--- config.mk ---
export PLATFORM = sky130hd
export DESIGN_NAME = tcode_command_parser_core
export DESIGN_NICKNAME = d
export VERILOG_FILES = /design/src/rtl/core/tcp_pkg.sv /design/src/rtl/core/tcp_front.sv /design/src/rtl/core/tcp_fifo.sv /design/src/rtl/core/tcp_div.sv /design/src/rtl/core/tcp_back.sv /design/src/rtl/core/tcode_command_parser_core.sv
export SDC_FILE = /design/constraint.sdc
export NUM_CORES = 1
export LEC_CHECK = 0
export BUFFER_PORTS_ARGS = -buffer_cell sky130_fd_sc_hd__clkbuf_2
export CORE_ASPECT_RATIO = 1.1
export CORE_UTILIZATION = 40
export CTS_CLUSTER_SIZE = 16
export DETAILED_ROUTE_END_ITERATION = 6
export HOLD_SLACK_MARGIN = 0.08
export PLACE_DENSITY = 0.59
export SLEW_MARGIN = 30
export SYNTH_ARGS = -nofsm -noshare
export SYNTH_HDL_FRONTEND = slang
export SYNTH_SLANG_ARGS = --single-unit
--- constraint.sdc ---
create_clock -name clk -period 4.6 [get_ports clk]
set_input_delay 0.92 -clock clk [delete_from_list [all_inputs] [get_ports clk]]
set_output_delay 0.92 -clock clk [all_outputs]
set_load 0.02 [all_outputs]
--- src/rtl/core/tcp_pkg.sv ---
// Package for the text command parser: command and modifier codes, shared structs,
// constants and the stop-word character table.
// No dependencies.
package tcp_pkg;

	typedef enum logic [2:0] {
		KIND_LINEAR  = 3'd0,
		KIND_STOP    = 3'd1,
		KIND_DEVICE  = 3'd2,
		KIND_VERSION = 3'd3,
		KIND_AXES    = 3'd4
	} cmd_kind_t;

	typedef enum logic [1:0] {
		MOD_NONE     = 2'd0,
		MOD_INTERVAL = 2'd1,
		MOD_SPEED    = 2'd2
	} mod_kind_t;

	typedef struct packed {
		cmd_kind_t kind;
		mod_kind_t modk;
	} tcp_ctl_t;

	typedef struct packed {
		logic busy;
		logic done;
		logic ovf;
	} tcp_div_stat_t;

	localparam logic [16:0] FULL_Q16      = 17'd65536;
	localparam logic [19:0] DUR_MAX       = 20'd1048575;
	localparam logic [16:0] SPEED_NUM     = 17'd100000;
	localparam logic [19:0] MAG_MAX_RESET = 20'd999;
	localparam logic [2:0]  STOP_LEN      = 3'd5;

	function automatic logic [7:0] stop_char(input logic [2:0] idx);
		logic [7:0] ch;
		unique case (idx)
			3'd0: ch = "D";
			3'd1: ch = "S";
			3'd2: ch = "T";
			3'd3: ch = "O";
			3'd4: ch = "P";
			default: ch = 8'h00;
		endcase
		return ch;
	endfunction

endpackage

--- src/rtl/core/tcp_front.sv ---
// Front end of the text command parser: takes one character per word, tracks the token
// and pushes a command descriptor into the queue when a token ends.
// Depends on tcp_pkg.
module tcp_front
	import tcp_pkg::*;
#(
	parameter int ACC_BITS = 20
) (
	input  logic                clk,
	input  logic                arst_n,
	input  logic                s_tvalid,
	output logic                s_tready,
	input  logic [7:0]          s_tdata,   // text_byte
	input  logic                s_tlast,   // frame_end
	input  logic                full,
	output logic                push,
	output tcp_ctl_t            push_ctl,
	output logic [ACC_BITS-1:0] push_mag,
	output logic [ACC_BITS-1:0] push_mod
);

	typedef enum logic [8:0] {
		PH_IDLE    = 9'b000000001,
		PH_SKIP    = 9'b000000010,
		PH_LCHAN   = 9'b000000100,
		PH_LMAG    = 9'b000001000,
		PH_LMOD    = 9'b000010000,
		PH_LTAIL   = 9'b000100000,
		PH_DSECOND = 9'b001000000,
		PH_DMATCH  = 9'b010000000,
		PH_DREST   = 9'b100000000
	} phase_t;

	typedef enum logic [1:0] {
		TOK_NONE   = 2'd0,
		TOK_DEVICE = 2'd1,
		TOK_LINEAR = 2'd2
	} tok_kind_t;

	function automatic logic [ACC_BITS-1:0] acc_push(input logic [ACC_BITS-1:0] acc,
			input logic [3:0] dig);
		logic [ACC_BITS+3:0] wide;
		logic [ACC_BITS+3:0] v;
		wide = (ACC_BITS+4)'(acc);
		v = (wide << 3) + (wide << 1) + (ACC_BITS+4)'(dig);
		if (v > (ACC_BITS+4)'({ACC_BITS{1'b1}}))
			return {ACC_BITS{1'b1}};
		return v[ACC_BITS-1:0];
	endfunction

	phase_t              ph_q, ph_n;
	tok_kind_t           tok_q, tok_n;
	logic [2:0]          stp_q, stp_n;
	logic [ACC_BITS-1:0] mag_q, mag_n;
	logic                dig_q, dig_n;
	mod_kind_t           modk_q, modk_n;
	logic [ACC_BITS-1:0] modv_q, modv_n;
	logic [1:0]          qry_q, qry_n;

	logic [7:0] c;
	logic [7:0] u;
	logic       is_dig;
	logic       delim;
	logic       acc_w;
	logic       tok_end;
	logic       emit;
	cmd_kind_t  kind;

	assign c      = s_tdata;
	assign u      = (c >= "a" && c <= "z") ? c - 8'd32 : c;
	assign is_dig = (c >= "0" && c <= "9");
	assign delim  = (c == " " || c == 8'h09 || c == 8'h0d || c == 8'h0a);
	assign s_tready = !full;
	assign acc_w  = s_tvalid && s_tready;

	always_comb begin
		ph_n   = ph_q;
		tok_n  = tok_q;
		stp_n  = stp_q;
		mag_n  = mag_q;
		dig_n  = dig_q;
		modk_n = modk_q;
		modv_n = modv_q;
		qry_n  = qry_q;
		if (!delim) begin
			unique case (ph_q)
				PH_IDLE: begin
					if (u == "D") begin
						tok_n = TOK_DEVICE;
						stp_n = 3'd1;
						ph_n  = PH_DSECOND;
					end else if (u == "L") begin
						tok_n = TOK_LINEAR;
						ph_n  = PH_LCHAN;
					end else begin
						tok_n = TOK_NONE;
						ph_n  = PH_SKIP;
					end
				end
				PH_LCHAN: ph_n = (c == "0") ? PH_LMAG : PH_SKIP;
				PH_LMAG: begin
					if (is_dig) begin
						mag_n = acc_push(mag_q, c[3:0]);
						dig_n = 1'b1;
					end else if (u == "I") begin
						modk_n = MOD_INTERVAL;
						ph_n   = PH_LMOD;
					end else if (u == "S") begin
						modk_n = MOD_SPEED;
						ph_n   = PH_LMOD;
					end else begin
						ph_n = PH_LTAIL;
					end
				end
				PH_LMOD: begin
					if (is_dig)
						modv_n = acc_push(modv_q, c[3:0]);
					else
						ph_n = PH_LTAIL;
				end
				PH_DSECOND: begin
					if (u == "S") begin
						stp_n = 3'd2;
						ph_n  = PH_DMATCH;
					end else begin
						if (c >= "0" && c <= "2")
							qry_n = c[1:0] + 2'd1;
						ph_n = PH_DREST;
					end
				end
				PH_DMATCH: begin
					if (stp_q < STOP_LEN && u == stop_char(stp_q)) begin
						stp_n = stp_q + 3'd1;
						if (stp_n == STOP_LEN)
							ph_n = PH_DREST;
					end else begin
						ph_n = PH_DREST;
					end
				end
				default: ;
			endcase
		end
	end

	always_comb begin
		emit = 1'b0;
		kind = KIND_LINEAR;
		if (tok_n == TOK_DEVICE) begin
			if (stp_n == STOP_LEN) begin
				emit = 1'b1;
				kind = KIND_STOP;
			end else if (qry_n != 2'd0) begin
				emit = 1'b1;
				kind = cmd_kind_t'(3'(qry_n) + 3'd1);
			end
		end else if (tok_n == TOK_LINEAR && ph_n != PH_SKIP && ph_n != PH_LCHAN && dig_n) begin
			emit = 1'b1;
		end
	end

	assign tok_end       = delim ? (ph_q != PH_IDLE) : s_tlast;
	assign push          = acc_w && tok_end && emit;
	assign push_ctl.kind = kind;
	assign push_ctl.modk = modk_n;
	assign push_mag      = mag_n;
	assign push_mod      = modv_n;

	always_ff @(posedge clk or negedge arst_n) begin
		if (!arst_n) begin
			ph_q   <= PH_IDLE;
			tok_q  <= TOK_NONE;
			stp_q  <= '0;
			mag_q  <= '0;
			dig_q  <= 1'b0;
			modk_q <= MOD_NONE;
			modv_q <= '0;
			qry_q  <= '0;
		end else if (acc_w) begin
			if (tok_end) begin
				ph_q   <= PH_IDLE;
				tok_q  <= TOK_NONE;
				stp_q  <= '0;
				mag_q  <= '0;
				dig_q  <= 1'b0;
				modk_q <= MOD_NONE;
				modv_q <= '0;
				qry_q  <= '0;
			end else begin
				ph_q   <= ph_n;
				tok_q  <= tok_n;
				stp_q  <= stp_n;
				mag_q  <= mag_n;
				dig_q  <= dig_n;
				modk_q <= modk_n;
				modv_q <= modv_n;
				qry_q  <= qry_n;
			end
		end
	end

endmodule

--- src/rtl/core/tcp_fifo.sv ---
// Two-entry command queue between the parser front end and the command back end.
// Depends on tcp_pkg only for the house import convention.
module tcp_fifo
	import tcp_pkg::*;
#(
	parameter int W = 44
) (
	input  logic         clk,
	input  logic         arst_n,
	input  logic         push,
	input  logic [W-1:0] wr_data,
	input  logic         pop,
	output logic [W-1:0] rd_data,
	output logic         full,
	output logic         empty
);

	localparam int DEPTH = 2;
	localparam int PW    = $clog2(DEPTH);

	logic [W-1:0]  mem_q [DEPTH];
	logic [PW-1:0] wr_ptr_q;
	logic [PW-1:0] rd_ptr_q;
	logic [PW:0]   cnt_q;

	assign full    = (cnt_q == (PW+1)'(DEPTH));
	assign empty   = (cnt_q == '0);
	assign rd_data = mem_q[rd_ptr_q];

	always_ff @(posedge clk) begin
		if (push)
			mem_q[wr_ptr_q] <= wr_data;
	end

	always_ff @(posedge clk or negedge arst_n) begin
		if (!arst_n) begin
			wr_ptr_q <= '0;
			rd_ptr_q <= '0;
			cnt_q    <= '0;
		end else begin
			if (push)
				wr_ptr_q <= wr_ptr_q + 1'b1;
			if (pop)
				rd_ptr_q <= rd_ptr_q + 1'b1;
			if (push && !pop)
				cnt_q <= cnt_q + 1'b1;
			else if (pop && !push)
				cnt_q <= cnt_q - 1'b1;
		end
	end

`ifndef SYNTH
	a_no_overflow: assert property (@(posedge clk) disable iff (!arst_n)
		full |-> !(push && !pop)) else $error("queue written while full");
	a_no_underflow: assert property (@(posedge clk) disable iff (!arst_n)
		empty |-> !pop) else $error("queue read while empty");
	a_count_step: assert property (@(posedge clk) disable iff (!arst_n)
		(push && !pop) |=> cnt_q == $past(cnt_q) + 1'b1) else $error("queue count slip");
`endif

endmodule

--- src/rtl/core/tcp_div.sv ---
// Restoring divider, one quotient bit per cycle, with a 17-bit quotient and a sticky
// flag that is set once the quotient outgrows 17 bits. Depends on tcp_pkg.
module tcp_div
	import tcp_pkg::*;
#(
	parameter int NW = 38,
	parameter int DW = 21
) (
	input  logic          clk,
	input  logic          arst_n,
	input  logic          start,
	input  logic [NW-1:0] num,
	input  logic [DW-1:0] den,
	output tcp_div_stat_t stat,
	output logic [16:0]   quot
);

	localparam int CW = $clog2(NW + 1);

	logic [NW-1:0] num_q;
	logic [DW-1:0] den_q;
	logic [DW-1:0] rem_q;
	logic [16:0]   quot_q;
	logic          ovf_q;
	logic          busy_q;
	logic          done_q;
	logic [CW-1:0] cnt_q;

	logic [DW:0] rem_sh;
	logic [DW:0] rem_sub;
	logic        ge;

	assign rem_sh  = {rem_q, num_q[NW-1]};
	assign rem_sub = rem_sh - {1'b0, den_q};
	assign ge      = (rem_sh >= {1'b0, den_q});

	assign stat.busy = busy_q;
	assign stat.done = done_q;
	assign stat.ovf  = ovf_q;
	assign quot      = quot_q;

	always_ff @(posedge clk) begin
		if (start) begin
			num_q  <= num;
			den_q  <= den;
			rem_q  <= '0;
			quot_q <= '0;
			ovf_q  <= 1'b0;
		end else if (busy_q) begin
			num_q  <= {num_q[NW-2:0], 1'b0};
			rem_q  <= ge ? rem_sub[DW-1:0] : rem_sh[DW-1:0];
			quot_q <= {quot_q[15:0], ge};
			ovf_q  <= ovf_q | quot_q[16];
		end
	end

	always_ff @(posedge clk or negedge arst_n) begin
		if (!arst_n) begin
			busy_q <= 1'b0;
			done_q <= 1'b0;
			cnt_q  <= '0;
		end else begin
			done_q <= 1'b0;
			if (start) begin
				busy_q <= 1'b1;
				cnt_q  <= '0;
			end else if (busy_q) begin
				cnt_q <= cnt_q + 1'b1;
				if (cnt_q == CW'(NW - 1)) begin
					busy_q <= 1'b0;
					done_q <= 1'b1;
				end
			end
		end
	end

endmodule

--- src/rtl/core/tcp_back.sv ---
// Back end of the text command parser: pops command descriptors, runs the position and
// speed divisions on tcp_div and holds the result word. Depends on tcp_pkg, tcp_div.
module tcp_back
	import tcp_pkg::*;
#(
	parameter int ACC_BITS = 20
) (
	input  logic                clk,
	input  logic                arst_n,
	input  logic                empty,
	output logic                pop,
	input  tcp_ctl_t            rd_ctl,
	input  logic [ACC_BITS-1:0] rd_mag,
	input  logic [ACC_BITS-1:0] rd_mod,
	input  logic [19:0]         mag_max,
	output logic                m_tvalid,
	input  logic                m_tready,
	output logic [39:0]         m_tdata,   // position, move_ms, zero fill
	output logic [2:0]          m_tuser    // cmd_kind
);

	localparam int NW = ACC_BITS + 18;
	localparam int DW = (ACC_BITS > 21) ? ACC_BITS : 21;
	localparam int EW = (ACC_BITS > 20) ? ACC_BITS : 20;

	typedef enum logic [3:0] {
		ST_IDLE = 4'b0001,
		ST_DIVP = 4'b0010,
		ST_DIVD = 4'b0100,
		ST_DONE = 4'b1000
	} st_t;

	st_t                 st_q;
	cmd_kind_t           kind_q;
	mod_kind_t           modk_q;
	logic [ACC_BITS-1:0] modv_q;
	logic [16:0]         pos_q;
	logic [19:0]         dur_q;

	logic                m_tvalid_q;
	cmd_kind_t           kind_out_q;
	logic [16:0]         pos_out_q;
	logic [19:0]         dur_out_q;

	logic [19:0]         mx;
	logic                div_start;
	logic [NW-1:0]       div_num;
	logic [DW-1:0]       div_den;
	tcp_div_stat_t       div_stat;
	logic [16:0]         div_quot;
	logic [16:0]         pos_clamp;
	logic [EW-1:0]       modv_ext;
	logic [19:0]         dur_int;
	logic                speed_go;
	logic                out_free;

	assign mx        = (mag_max == 20'd0) ? 20'd1 : mag_max;
	assign pop       = (st_q == ST_IDLE) && !empty;
	assign speed_go  = (modk_q == MOD_SPEED) && (modv_q != '0);
	assign div_start = (pop && rd_ctl.kind == KIND_LINEAR) ||
		(st_q == ST_DIVP && div_stat.done && speed_go);
	assign out_free  = !m_tvalid_q || m_tready;

	always_comb begin
		if (st_q == ST_IDLE) begin
			div_num = {1'b0, rd_mag, 17'd0} + NW'(mx);
			div_den = DW'({mx, 1'b0});
		end else begin
			div_num = NW'(SPEED_NUM);
			div_den = DW'(modv_q);
		end
	end

	assign pos_clamp = (div_stat.ovf || div_quot > FULL_Q16) ? FULL_Q16 : div_quot;
	assign modv_ext  = EW'(modv_q);
	assign dur_int   = (modv_ext > EW'(DUR_MAX)) ? DUR_MAX : modv_ext[19:0];

	tcp_div #(
		.NW(NW),
		.DW(DW)
	) u_div (
		.clk   (clk),
		.arst_n(arst_n),
		.start (div_start),
		.num   (div_num),
		.den   (div_den),
		.stat  (div_stat),
		.quot  (div_quot)
	);

	always_ff @(posedge clk) begin
		unique case (st_q)
			ST_IDLE: begin
				if (pop) begin
					kind_q <= rd_ctl.kind;
					modk_q <= rd_ctl.modk;
					modv_q <= rd_mod;
					pos_q  <= '0;
					dur_q  <= '0;
				end
			end
			ST_DIVP: begin
				if (div_stat.done) begin
					pos_q <= pos_clamp;
					if (modk_q == MOD_INTERVAL)
						dur_q <= dur_int;
				end
			end
			ST_DIVD: begin
				if (div_stat.done)
					dur_q <= div_quot[16:0] == '0 ? 20'd0 : 20'(div_quot);
			end
			ST_DONE: begin
				if (out_free) begin
					kind_out_q <= kind_q;
					pos_out_q  <= pos_q;
					dur_out_q  <= dur_q;
				end
			end
			default: ;
		endcase
	end

	always_ff @(posedge clk or negedge arst_n) begin
		if (!arst_n) begin
			st_q       <= ST_IDLE;
			m_tvalid_q <= 1'b0;
		end else begin
			if (st_q == ST_DONE && out_free)
				m_tvalid_q <= 1'b1;
			else if (m_tready)
				m_tvalid_q <= 1'b0;
			unique case (st_q)
				ST_IDLE: begin
					if (pop)
						st_q <= (rd_ctl.kind == KIND_LINEAR) ? ST_DIVP : ST_DONE;
				end
				ST_DIVP: begin
					if (div_stat.done)
						st_q <= speed_go ? ST_DIVD : ST_DONE;
				end
				ST_DIVD: begin
					if (div_stat.done)
						st_q <= ST_DONE;
				end
				ST_DONE: begin
					if (out_free)
						st_q <= ST_IDLE;
				end
				default: st_q <= ST_IDLE;
			endcase
		end
	end

	assign m_tvalid = m_tvalid_q;
	assign m_tdata  = {3'd0, dur_out_q, pos_out_q};
	assign m_tuser  = kind_out_q;

`ifndef SYNTH
	a_plain_zero: assert property (@(posedge clk) disable iff (!arst_n)
		(m_tvalid_q && kind_out_q != KIND_LINEAR) |-> (pos_out_q == '0 && dur_out_q == '0))
		else $error("non-move command carries position or duration");
	a_pos_range: assert property (@(posedge clk) disable iff (!arst_n)
		m_tvalid_q |-> pos_out_q <= FULL_Q16) else $error("position above full travel");
	a_div_free: assert property (@(posedge clk) disable iff (!arst_n)
		div_start |-> !div_stat.busy) else $error("divider started while busy");
`endif

endmodule

--- src/rtl/core/tcode_command_parser_core.sv ---
// Top level of the text command parser: configuration register, parser front end,
// command queue and back end. Depends on tcp_pkg, tcp_front, tcp_fifo, tcp_back.
//
//   port group  dir  content
//   s_*         in   word = one text byte, tlast = frame end
//   m_*         out  word = position and duration, tuser = command kind
//   cfg_*       in   magnitude_max write
//
// The front end takes one byte per cycle and stalls only while the queue holds two commands.
// From pop to result word a move runs the position division on the bit-serial divider,
// and a nonzero S modifier adds the speed division after it.
// Other commands go from pop through the done state to the result word.
// Reset is asynchronous and clears the token state, the queue and the output valid.
// A stalled result word stays in the output register while the queue keeps filling.
module tcode_command_parser_core
	import tcp_pkg::*;
#(
	parameter int ACC_BITS = 20
) (
	input  logic        clk,
	input  logic        arst_n,
	input  logic        s_tvalid,
	output logic        s_tready,
	input  logic [7:0]  s_tdata,   // text_byte
	input  logic        s_tlast,   // frame_end
	output logic        m_tvalid,
	input  logic        m_tready,
	output logic [39:0] m_tdata,   // position [16:0], move_ms [36:17], zero fill
	output logic [2:0]  m_tuser,   // cmd_kind
	input  logic        cfg_we,
	input  logic [19:0] cfg_wdata  // magnitude_max
);

	localparam int QW = $bits(tcp_ctl_t) + 2 * ACC_BITS;

	logic [19:0]         mag_max_q;
	logic                push;
	tcp_ctl_t            push_ctl;
	logic [ACC_BITS-1:0] push_mag;
	logic [ACC_BITS-1:0] push_mod;
	logic                pop;
	logic                full;
	logic                empty;
	logic [QW-1:0]       rd_data;
	tcp_ctl_t            rd_ctl;
	logic [ACC_BITS-1:0] rd_mag;
	logic [ACC_BITS-1:0] rd_mod;

	always_ff @(posedge clk or negedge arst_n) begin
		if (!arst_n)
			mag_max_q <= MAG_MAX_RESET;
		else if (cfg_we)
			mag_max_q <= cfg_wdata;
	end

	tcp_front #(
		.ACC_BITS(ACC_BITS)
	) u_front (
		.clk     (clk),
		.arst_n  (arst_n),
		.s_tvalid(s_tvalid),
		.s_tready(s_tready),
		.s_tdata (s_tdata),
		.s_tlast (s_tlast),
		.full    (full),
		.push    (push),
		.push_ctl(push_ctl),
		.push_mag(push_mag),
		.push_mod(push_mod)
	);

	tcp_fifo #(
		.W(QW)
	) u_fifo (
		.clk    (clk),
		.arst_n (arst_n),
		.push   (push),
		.wr_data({push_ctl, push_mag, push_mod}),
		.pop    (pop),
		.rd_data(rd_data),
		.full   (full),
		.empty  (empty)
	);

	assign rd_ctl = tcp_ctl_t'(rd_data[QW-1 -: $bits(tcp_ctl_t)]);
	assign rd_mag = rd_data[2*ACC_BITS-1 -: ACC_BITS];
	assign rd_mod = rd_data[ACC_BITS-1:0];

	tcp_back #(
		.ACC_BITS(ACC_BITS)
	) u_back (
		.clk     (clk),
		.arst_n  (arst_n),
		.empty   (empty),
		.pop     (pop),
		.rd_ctl  (rd_ctl),
		.rd_mag  (rd_mag),
		.rd_mod  (rd_mod),
		.mag_max (mag_max_q),
		.m_tvalid(m_tvalid),
		.m_tready(m_tready),
		.m_tdata (m_tdata),
		.m_tuser (m_tuser)
	);

endmodule

# [Yosys cells after proc, flatten, opt, wreduce, memory -nomap -nowiden]
# Memory sizes are Yosys's and may differ from the RTL's.
# Cells that the tools add are included.
[totals] romBits=0 mem_count=1 ramBits=90 inputBits=34 output_inout_bits=45 latchBits=0 regBits=296
[mem_list] memory="u_fifo.mem_q" depth=2 width=45 rd=1 rd_ports_with_merged_regs=0 wr=1 line="tcp_fifo.sv:21" text="logic [W-1:0] mem_q [DEPTH];"
[classes] n_bitwise=1 n_mux=109 n_reduce_logical=46 n_eq_ne=40 shift=0 magnitude_cmp=11 add_sub_neg=15 mul=0 div_mod_pow=0
[ops] op="$mux 20" count=19
[ops] op="$mux 38" count=3
[ops] op="$mux 9" count=9
[ops] op="$mux 17" count=4
[ops] op="$pmux 20 s3" count=1
[ops] op="$pmux 9 s6" count=1
[ops] op="$add 23x21->24" count=2
[ops] op="$add 24x4->24" count=2
[ops] op="$gt 24x20->1 const B" count=2
[ops] op="$add 37x20->38" count=1
[ops] op="$mux 2" count=18
[ops] op="$pmux 7 s5" count=1
[ops] op="$pmux 17 s2" count=1
[ops] op="$eq 8x7->1 const B" count=4
[ops] op="$mux 4" count=7
[ops] op="$mux 1" count=27
[ops] op="$mux 3" count=9
[ops] op="$eq 8x4->1 const B" count=3
[ops] op="$mux 8" count=3
[ops] op="$ge 22x21->1" count=1
[ops] op="$mux 21" count=1
[ops] op="$sub 21x21->21" count=1
[ops] op="$gt 20x20->1 const B" count=1
[ops] op="$logic_not 20->1" count=1
[ops] op="other kinds (53)" count=100

# [Logic depth before layout (Yosys ltp)]
# Gate-level depths: netlist of run 1.
[depth] depth_word=21 ltp_mapped=17 mapped_depth_nobuf=16

# [By module]
# A second synthesis of run 1 with hierarchy kept.
[unflattened] cells_unflattened=1835 area_unflattened_um2=21092.7
[by_module_without_submodules] mod="tcp_front" area_each_um2=6432.4 cells_each=791 n_inst=1
[by_module_without_submodules] mod="tcp_div" area_each_um2=5400.2 cells_each=478 n_inst=1
[by_module_without_submodules] mod="tcp_back" area_each_um2=4793.3 cells_each=368 n_inst=1
[by_module_without_submodules] mod="tcp_fifo" area_each_um2=3633.5 cells_each=156 n_inst=1
[by_module_without_submodules] mod="tcode_command_parser_core" area_each_um2=833.3 cells_each=42 n_inst=1

# [Least setup slack after synthesis of run 1]
# Ideal clock, no wire load.
[synth_path] kind="input-to-reg" startpoint="input port s_tdata[1]" endpoint="memory u_fifo.mem_q[0][0] (netlist bit), enable pin" path_buffers=0 arrival_time_ns=5.306 setup_slack_ns=-1.154 setup_time_ns=0.448 cell_stages=12 cell_sequence="inv_1 ha_1 or4b_4 nor2_4 o41ai_4 nor3_4 a21oi_2 o31a_1 a221oi_2 o2111ai_1 a311o_1 nor2_1"
[synth_between] elab_chain_cells=18 word_cells_on_any_way=70 classes_between="add/sub (2); order compare (5); eq/ne (15); mux (35); reduce/logical (13)"
[synth_lines] item="start, declared" line="tcode_command_parser_core.sv:24" text="input logic [7:0] s_tdata,"
[synth_lines] item="$ge 8x7->1 / $le 8x7->1 (equally long branches)" line="tcp_front.sv:70" text="assign u = (c >= \"a\" && c <= \"z\") ? c - 8'd32 : c;"
[synth_lines] item="$logic_and 1x1->1" line="tcp_front.sv:70"
[synth_lines] item="$mux 8" line="tcp_front.sv:70"
[synth_lines] item="$eq 8x7->1" line="tcp_front.sv:108, tcp_front.sv:122"
[synth_lines] item="$mux 6" line="tcp_front.sv:108" text="end else if (u == \"S\") begin"
[synth_lines] item="$mux 9" line="tcp_front.sv:105" text="end else if (u == \"I\") begin"
[synth_lines] item="$mux 9" line="tcp_front.sv:102" text="if (is_dig) begin"
[synth_lines] item="$pmux 9 s6" line="tcp_front.sv:86" text="unique case (ph_q)"
[synth_lines] item="$mux 9" line="tcp_front.sv:85" text="if (!delim) begin"
[synth_lines] item="$ne 9x2->1" line="tcp_front.sv:156" text="end else if (tok_n == TOK_LINEAR && ph_n != PH_SKIP && ph_n != PH_LCHAN && dig_n) begin"
[synth_lines] item="$logic_and 1x1->1 (3 in a row)" line="tcp_front.sv:156"
[synth_lines] item="$mux 1" line="tcp_front.sv:156"
[synth_lines] item="$mux 1" line="tcp_front.sv:148" text="if (tok_n == TOK_DEVICE) begin"
[synth_lines] item="$logic_and 1x1->1 (*)" line="tcp_front.sv:162" text="assign push = acc_w && tok_end && emit;"
[synth_lines] item="$mux 1 (*)" line="tcp_fifo.sv:31" text="if (push)"
[synth_lines] item="$mux 1 (implied by the code) (*)" line="tcp_fifo.sv:32" text="mem_q[wr_ptr_q] <= wr_data;"
[synth_lines] item="end, declared" line="tcp_fifo.sv:21"
# Mark *: on every way between the ends. The rest lies on a longest branch, timed or not.

# [Final worst setup path of run 1]
[layout_path] startpoint="input port s_tdata[3]" endpoint="memory u_fifo.mem_q[1][26] (netlist bit), data pin"
[layout_between] elab_chain_cells=10 word_cells_on_any_way=20 classes_between="add/sub (1); order compare (3); eq/ne (4); mux (8); reduce/logical (4)"
[layout_lines] item="$add 24x4->24" line="tcp_front.sv:45" text="v = (wide << 3) + (wide << 1) + (ACC_BITS+4)'(dig);"
[layout_lines] item="$gt 24x20->1" line="tcp_front.sv:46" text="if (v > (ACC_BITS+4)'({ACC_BITS{1'b1}}))"
[layout_lines] item="$mux 1" line="tcp_front.sv:46"
[layout_lines] item="$mux 1" line="tcp_front.sv:102"
[layout_lines] item="$mux 1" line="tcp_front.sv:86"
[layout_lines] item="$mux 1" line="tcp_front.sv:85"
[layout_lines] item="$mux 20" line="tcp_front.sv:48" text="return v[ACC_BITS-1:0];"
[layout_lines] item="$mux 20" line="tcp_front.sv:102"
[layout_lines] item="$mux 20" line="tcp_front.sv:86"
[layout_lines] item="$mux 20 (*)" line="tcp_front.sv:85"
[layout_lines] item="named net push_mag[6]" line="tcode_command_parser_core.sv:39" text="logic [ACC_BITS-1:0] push_mag;"
# The timed path passes the listed nets; every way through them passes the cells marked *. The select of a mux whose other input is x is not followed.

==> results of run 1 <==
==> where the power goes <==
group	leakage [nW]	switching, mW	internal (mW)
Combinational	5.10	2.42	1.64
Clock	0.691	1.42	2.00
Sequential	3.96	0.680	5.00
==> cell families (layout without fill, tap and decap cells) <==
family                   after synthesis  in the layout  share of synthesized area, %
flip-flops                           386            386                          53.2
AO/OA/AOI/OAI                        416            416                          13.8
other                                  1              3                        0.0186
AND/OR/NAND/NOR                      542            542                          13.1
multiplexers                          96             96                          5.07
XOR/XNOR                              80             80                          3.51
adder cells (fa/ha/maj)              128            128                          8.17
buffers and inverters                154            290                          3.02
==> registers in the layout (all words and copies together) (netlist names), 2 cells and up <==
register and cells:
u_back.pos_q 17, u_back.u_div.num_q 38, u_back.kind_q 3, u_front.mag_q 20
u_front.stp_q 3, u_front.ph_q 9, u_front.modk_q 2, u_back.m_tuser 3
mag_max_q 20, u_back.u_div.quot 17, u_front.qry_q 2, u_back.dur_q 20
u_back.st_q 4, u_back.dur_out_q 20, u_back.modk_q 2, u_back.pos_out_q 17
u_fifo.cnt_q 2, u_fifo.mem_q 90, u_front.tok_q 2, u_back.modv_ext 20
u_back.u_div.rem_q 21, u_back.u_div.cnt_q 6, u_back.u_div.den_q 21, u_front.modv_q 20
==> worst paths after layout <==
check	from	endpoint	slack, ps	cells after the start
max	s_tdata[3]	u_fifo.mem_q[1][26]	540	14
min	arst_n	u_front.mag_q[17]	410	1
max reg2reg	u_front.mag_q[0]	u_fifo.mem_q[1][26]	660	13
min reg2reg	u_back.kind_q[2]	u_back.m_tuser[2]	410	0
max in group asynchronous	arst_n	u_back.st_q[0]	3310	2
min in group clk	u_back.kind_q[2]	u_back.m_tuser[2]	410	0
==> metal layers <==
layer	up-vias	routed length [um]
met1	6738	20500
met2	298	21900
li1	6876	-
met3	71	1820
met4	0	1410
met5	-	0
==> metrics by stage <==
step	util (%)	setup TNS (ps)	hold slack (ps)
finish	46.8	0	407
global route	46.8	0	417
CTS	46.8	0	414
detailed placement	43.9	-1050	405
global placement	43.8	-23.7	402
floorplan	-	-37630	400
==> worst reg2reg max path, stage by stage, from the launching register on <==
cell                       delay [ps]
sky130_fd_sc_hd__dfrtp_1          430
sky130_fd_sc_hd__fa_1             500
sky130_fd_sc_hd__ha_1             320
sky130_fd_sc_hd__a211oi_1         240
sky130_fd_sc_hd__o21bai_1         110
sky130_fd_sc_hd__or3_1            350
sky130_fd_sc_hd__a31oi_1          310
sky130_fd_sc_hd__o21ai_0          180
sky130_fd_sc_hd__a21oi_1          190
sky130_fd_sc_hd__mux2_2           370
sky130_fd_sc_hd__nor3_2           160
sky130_fd_sc_hd__buf_4            170
sky130_fd_sc_hd__nand2b_1          90
sky130_fd_sc_hd__mux2_2           280
==> placed cells by master (no fill, tap or decap), drive strengths merged, types with 7 or more instances in the layout <==
master and count:
nor2b 22, mux2i 47, clkinv 15, o21bai 10, edfxtp 251, ha 122
nor2 154, a21o 23, o21a 9, a22o 31, o221a 10, dfrtp 86
a31oi 24, dfstp 10, clkbuf 127, nor4 23, nor3 34, and3 8
o22a 14, mux2 49, a21oi 96, buf 62, or3 14, xnor2 47
a221o 7, nand2b 23, nand4 13, nand2 155, nand3 32, nor4b 10
o211ai 8, a211oi 20, o21ai 117, inv 79, dfxtp 39, and2 27
xor2 33
==> Yosys cell counts, drive strengths merged, types with 34 or more instances <==
cell    instances  area (sq um)
edfxtp        251          7540
nand2         155           584
nor2          154           588
ha            122          1530
o21ai         117           586
a21oi          96           488
dfrtp          86          2150
inv            77           289
clkbuf         60           226
mux2           49           552
mux2i          47           470
xnor2          47           419
dfxtp          39           781
nor3           34           181
==> cell type report <==
cell class	instances	area, sq um
timing repair buffer	136	931
clock buffer	53	1130
inverter	77	289
multi-input combinational	1265	8890
tap	652	816
sequential	386	10700
clock inverter	24	279
fill	4551	26300
==> impl_summary.txt, run 1 <==
----------------------------------------------------
[Global route]
  Initial antenna violation count ... 0
  Via count of the first global-routing pass ... 13.8k
  GR met3 Demand/Resource ... around 2.4%
  Gr usage total ... between 15 and 20%
  Met2 global-route usage ... between 20% and 30%
  Largest net degree at the start of global routing ... 66
  Global-route wire length before repair ... ~74000 um
  Layer carrying the most global-route usage ... met2
  Global routing usage on met1 ... 23.8%
  Leftover overflow at the end of global routing ... 0

[Die]
  Initial standard-cell utilization of the core ... 40.8%
  Die width ... roughly 220 um
  Die footprint ... about 51000 sq um
  Total number of placement rows ... 85
  IO Count ... 79
  Die extent in y ... between 200 and 250 um
  Core area ... between 40000 and 50000 sq um

[Finish]
  Antenna Diode Count ... 0
  Post-route cell area ... 23100 sq um
  Area growth syn-to-layout ... 14.5%
  Post-layout net count ... 2070
  Layout cells sized above 1 ... 15.9%
  Number of standard cells in the final layout excluding fillers ... between 2k and 3k

[Clocking]
  Root Driver ... sky130_fd_sc_hd__clkbuf_16
  Clock tree from TritonCTS ... yes
  Post-CTS clock slew at the launch and capture registers of the worst setup and hold paths ... 60 ps
  TritonCTS Buffers ... 42
  Worst skew pair latency ... 590 ps
  Post-cts gate resize count ... 0
  Clock sink count ... around 390
  CTS HTree Levels ... 2
  Post-CTS Hold Fix Bufs ... 0
  Buffer depth of the longest clock path ... 3
  Post-CTS setup repair buffer count ... 0

[STA]
  RSZ-0062 raised after global routing ... no
  Crit share post-route ... between 80% and 90%
  Maximum achievable frequency ... around 250 MHz
  Slew at the pin with the worst max-slew slack ... 875 ps
  Post-route worst setup slack ... about 540 ps
  Worst slew margin ... around 41%
  Shortest period the worst path allows ... approximately 4000 ps
  Final Hold Violating Endpoints ... 0
  Count of endpoints failing setup in the final report ... 0
  Setup Skew ... between 30 and 40 ps
  Number of max-slew violations in the final report ... 0

[Setup path]
  CP max FO ... 5
  Setup crit end kind ... flop
  Family with the most delay on the worst path ... compound AO/OA/AOI/OAI gates
  Worst path bufs/invs ... 2
  Slowest stage cell on the critical path ... sky130_fd_sc_hd__fa_1
  Class of the most critical setup path ... in -> reg
  Worst path max stage delay ... between 500 and 600 ps
  Worst Setup Start Kind ... input pin
  Most common cell type on the critical path ... sky130_fd_sc_hd__mux2_2
  CP arrival ... roughly 4400 ps
  Cells traversed along the worst timing path ... clkbuf_2, fa_1, ha_1, a211oi_1, o21bai_1, or3_1, a31oi_1, o21ai_0, a21oi_1, mux2_2, nor3_2, buf_4, nand2b_1, mux2_2
  Data required time at the worst endpoint ... 4900 ps

[Pwr]
  Leakage component of the power ... roughly 9.8 nW
  Post-route total power ... 13.2 mW
  Peak supply drop ... between 0.2 and 0.3 mV
  Pwr Density ... 571 nW/um^2

[Routing]
  Length of the first detailed-routing pass in iterations ... 7
  Average wire per cell in the routed design ... around 18 um
  DRC violation count after routing ... 0
  Vias after detailed routing ... ~14k
  Detailed router's first-iteration violation count ... between 700 and 800
  Remaining number of nets flagged by the antenna check after routing ... 0
  DRT Wirelength ... approximately 46000 um
  Via count normalized by instance count ... between 5 and 6

[Yosys]
  Summed instance area of the synthesized netlist ... about 20000 sq um
  Per-instance average area after synthesis ... 11.2 sq um
  Synth Instances ... between 1.5k and 2k
  Register area share after synthesis ... 53.2%
  FF+latch count, synth ... about 390
  Primary FF master, synth ... sky130_fd_sc_hd__edfxtp_1
  Proportion of register bits with asynchronous set or reset after synthesis ... roughly 25%
  Warning count from the yosys run ... 0
  Number of enable-type register cells in the synthesized netlist ... 251
  Number of different library cells in the post-synthesis netlist ... 89

[Hold path]
  Hold crit path type ... in -> async

[Place]
  Area of placed instances ... 21700 sq um
  Number of I/O port buffers ... 75
  Cell count after placement ... roughly 2.5k
  Pre-CTS worst setup slack ... -57.1 ps
  Half-perimeter wire length after detailed placement ... ~33000 um
  Final weighted congestion in routability-driven placement ... just under 0.9

[Run]
  Number of max-cap violations ... 0

[Outcome]
  Result of the run ... finished, final reports clean

----------------------------------------------------
Power figures use the tool's default switching activity.
==> inputs of run 2 (changes only) <==
--- a/config.mk
+++ b/config.mk
@@ -15,4 +15,5 @@
 export SLEW_MARGIN = 30
 export SYNTH_ARGS = -nofsm -noshare
 export SYNTH_HDL_FRONTEND = slang
+export SYNTH_HIERARCHICAL = 1
 export SYNTH_SLANG_ARGS = --single-unit
==> constraint.sdc (replaced) <==
create_clock -name clk -period 3.5 [get_ports clk]
set_input_delay 0.7 -clock clk [delete_from_list [all_inputs] [get_ports clk]]
set_output_delay 0.7 -clock clk [all_outputs]
set_load 0.02 [all_outputs]
==> impl_summary.txt, run 2 <==
----------------------------------------------------
[Die]
  Die footprint ... 53600 sq um
  Die extent in y ... ~240 um
  Core area ... slightly above 50000 sq um
  IO Count ... 79
  Total number of placement rows ... between 80 and 90
  Die width ... ~220 um
  Initial standard-cell utilization of the core ... approximately two fifths

[Run]
  Number of max-cap violations ... 0

[Yosys]
  Synth Instances ... 1834
  Summed instance area of the synthesized netlist ... 21100 sq um
  Warning count from the yosys run ... 6
  Per-instance average area after synthesis ... between 10 and 15 sq um

[Finish]
  Most frequent cells in the layout ... 251 x sky130_fd_sc_hd__edfxtp_1, 173 x sky130_fd_sc_hd__buf_4, 160 x sky130_fd_sc_hd__nor2_1, 108 x sky130_fd_sc_hd__ha_1, 104 x sky130_fd_sc_hd__a21oi_1
  Most common cell after layout, fill and taps aside ... sky130_fd_sc_hd__edfxtp_1
  Antenna Diode Count ... 0
  Registers with the most flip-flops ... u_fifo/mem_q: 90 flops, u_back/u_div/num_q: 38 flops
  Flip-flop count of the largest register after layout ... 90
  Area growth syn-to-layout ... 21.8%
  Register with the most flip-flops ... u_fifo/mem_q
  Post-layout net count ... around 2.2k
  Layout cells sized above 1 ... between 20 and 30%

[Clocking]
  Post-CTS clock slew at the launch and capture registers of the worst setup and hold paths ... roughly 60 ps
  Worst skew pair latency ... roughly 570 ps
  Buffer depth of the longest clock path ... 3
  Clock tree from TritonCTS ... yes
  TritonCTS Buffers ... 43
  Post-CTS Hold Fix Bufs ... 0
  Root Driver ... sky130_fd_sc_hd__clkbuf_16
  Clock sink count ... just under 400
  CTS HTree Levels ... 2

[Routing]
  DRC violation count after routing ... 9
  Average wire per cell in the routed design ... 17.9 um
  Via count normalized by instance count ... 5.45
  DRT Wirelength ... about 50000 um
  Length of the first detailed-routing pass in iterations ... 7
  Remaining number of nets flagged by the antenna check after routing ... 0
  Detailed router's first-iteration violation count ... around 1.3k
  Vias after detailed routing ... around 15k

[Pwr]
  Pwr Density ... about 620 nW/um^2
  Peak supply drop ... 0.366 mV
  Fraction of power consumed by combinational cells ... about 29%
  Switching portion of total power ... between 30% and 40%
  Switching pwr ... 5.25 mW
  Clock share of power ... 27.3%
  Power Internal ... 10.7 mW
  Post-route total power ... about 16 mW
  Leakage component of the power ... 11.0 nW
  Seq pwr share ... between 40% and 50%

[Setup path]
  Setup crit end kind ... flop
  CP arrival ... ~4100 ps
  Worst reg2reg path depth ... 14
  Data required time at the worst endpoint ... about 3900 ps
  Origin of the critical flop-to-flop path ... u_front/mag_q[0]
  Startpoint of the most critical setup path ... u_front/mag_q[0]
  End of the worst register-to-register path ... u_front/mag_q[10]
  Setup crit end ... u_front/mag_q[10]
  Class of the most critical setup path ... reg -> reg
  Worst Setup Start Kind ... flop
  Minimum setup slack among reg-to-reg paths ... -150 ps
  CP max FO ... 5

[STA]
  Slew at the pin with the worst max-slew slack ... 727 ps
  Setup TNS after final layout ... -7100 ps
  Crit share post-route ... 104%
  Shortest period the worst path allows ... 3650 ps
  RSZ-0062 raised after global routing ... yes
  Final Hold Violating Endpoints ... 0
  Maximum achievable frequency ... around 270 MHz
  Number of max-slew violations in the final report ... 0
  Post-route worst setup slack ... -152 ps
  Worst slew margin ... 51.5%
  Setup Skew ... roughly 28 ps
  Count of endpoints failing setup in the final report ... between 60 and 70

[Hold path]
  Hold crit path type ... in -> async

[Global route]
  Initial antenna violation count ... 0
  Global-route wire length before repair ... about 79000 um
  Via count of the first global-routing pass ... between 15k and 20k
  Gr usage total ... 18.1%
  Leftover overflow at the end of global routing ... 0
  Largest net degree at the start of global routing ... 104

[Outcome]
  Result of the run ... complete, but fails checks
  Violated checks ... design-rule violations, negative setup slack

[Place]
  Half-perimeter wire length after detailed placement ... between 30000 and 40000 um
  Number of I/O port buffers ... 75
  Final weighted congestion in routability-driven placement ... 0.860

----------------------------------------------------
==> run 2: stage by stage <==
step	hold slack (ps)	setup slack, ps	std cells	utilization (%)	cell area [sq um]
global route	204	-307	2773	49.7	25700
detailed placement	405	-759	2653	45.1	23300
finish	178	-152	2773	49.7	25700
floorplan	400	-485	1836	-	21300
CTS	175	-137	2761	48.6	25100
global placement	407	-718	2653	45.1	23300
==> run 2: worst min-delay path by stage <==
stage	to	slack [ps]	cells after the start
2_1_floorplan	mag_max_q[10]	400	0
3_3_place_gp	u_back/pos_out_q[2]	410	0
3_5_place_dp	u_back/dur_out_q[1]	400	0
4_1_cts	u_front/modv_q[16]	170	1
5_1_grt	u_front/modv_q[16]	200	1
6_report	u_front/modv_q[16]	180	1
==> run 2: layout make-up <==
type / instances / area (sq um)
timing repair buffer: 272 / 2190
multi-input combinational: 1300 / 10300
clock inverter: 19 / 133
tap: 667 / 835
sequential: 386 / 10700
fill: 4540 / 26000
clock buffer: 60 / 1240
inverter: 69 / 275
==> run 2: per-layer routing <==
metal | vias to the layer above | track usage, % | wire length, um
met5 | - | 0 | 0
met4 | 0 | 6.79 | 1580
met3 | 92 | 3.38 | 2320
met2 | 376 | 30.4 | 24100
met1 | 7337 | 23.2 | 21800
li1 | 7309 | - | -
==> run 2: critical path, cell delays in order (launching register included) <==
cell and delay [ps]:
sky130_fd_sc_hd__dfrtp_1 420, sky130_fd_sc_hd__fa_1 520, sky130_fd_sc_hd__ha_1 310, sky130_fd_sc_hd__a21o_1 180
sky130_fd_sc_hd__nand4_1 120, sky130_fd_sc_hd__a32oi_1 140, sky130_fd_sc_hd__a31o_2 290, sky130_fd_sc_hd__buf_4 140
sky130_fd_sc_hd__a21oi_1 160, sky130_fd_sc_hd__o221ai_1 150, sky130_fd_sc_hd__or4_4 540, sky130_fd_sc_hd__buf_12 170
sky130_fd_sc_hd__buf_16 140, sky130_fd_sc_hd__nor3_4 170, sky130_fd_sc_hd__nor2_1 60
==> run 2: repair_timing <==
action | CTS | global route
buffers inserted | 21 | 8
pin swaps | 13 | 31
endpoints found under the setup margin | 212 | 193
gates cloned | 8 | 6
gates resized for setup | 27 | 76
==> run 2: power by group through the flow <==
stage	clock [mW]	combinational (mW)	sequential [mW]
after floorplan	0	3.73	6.54
after global placement	0	4.54	6.98
after detailed placement	0	4.62	6.99
after CTS	4.48	4.65	6.91
after global routing	4.66	5.15	7.00
final	4.35	4.67	6.91
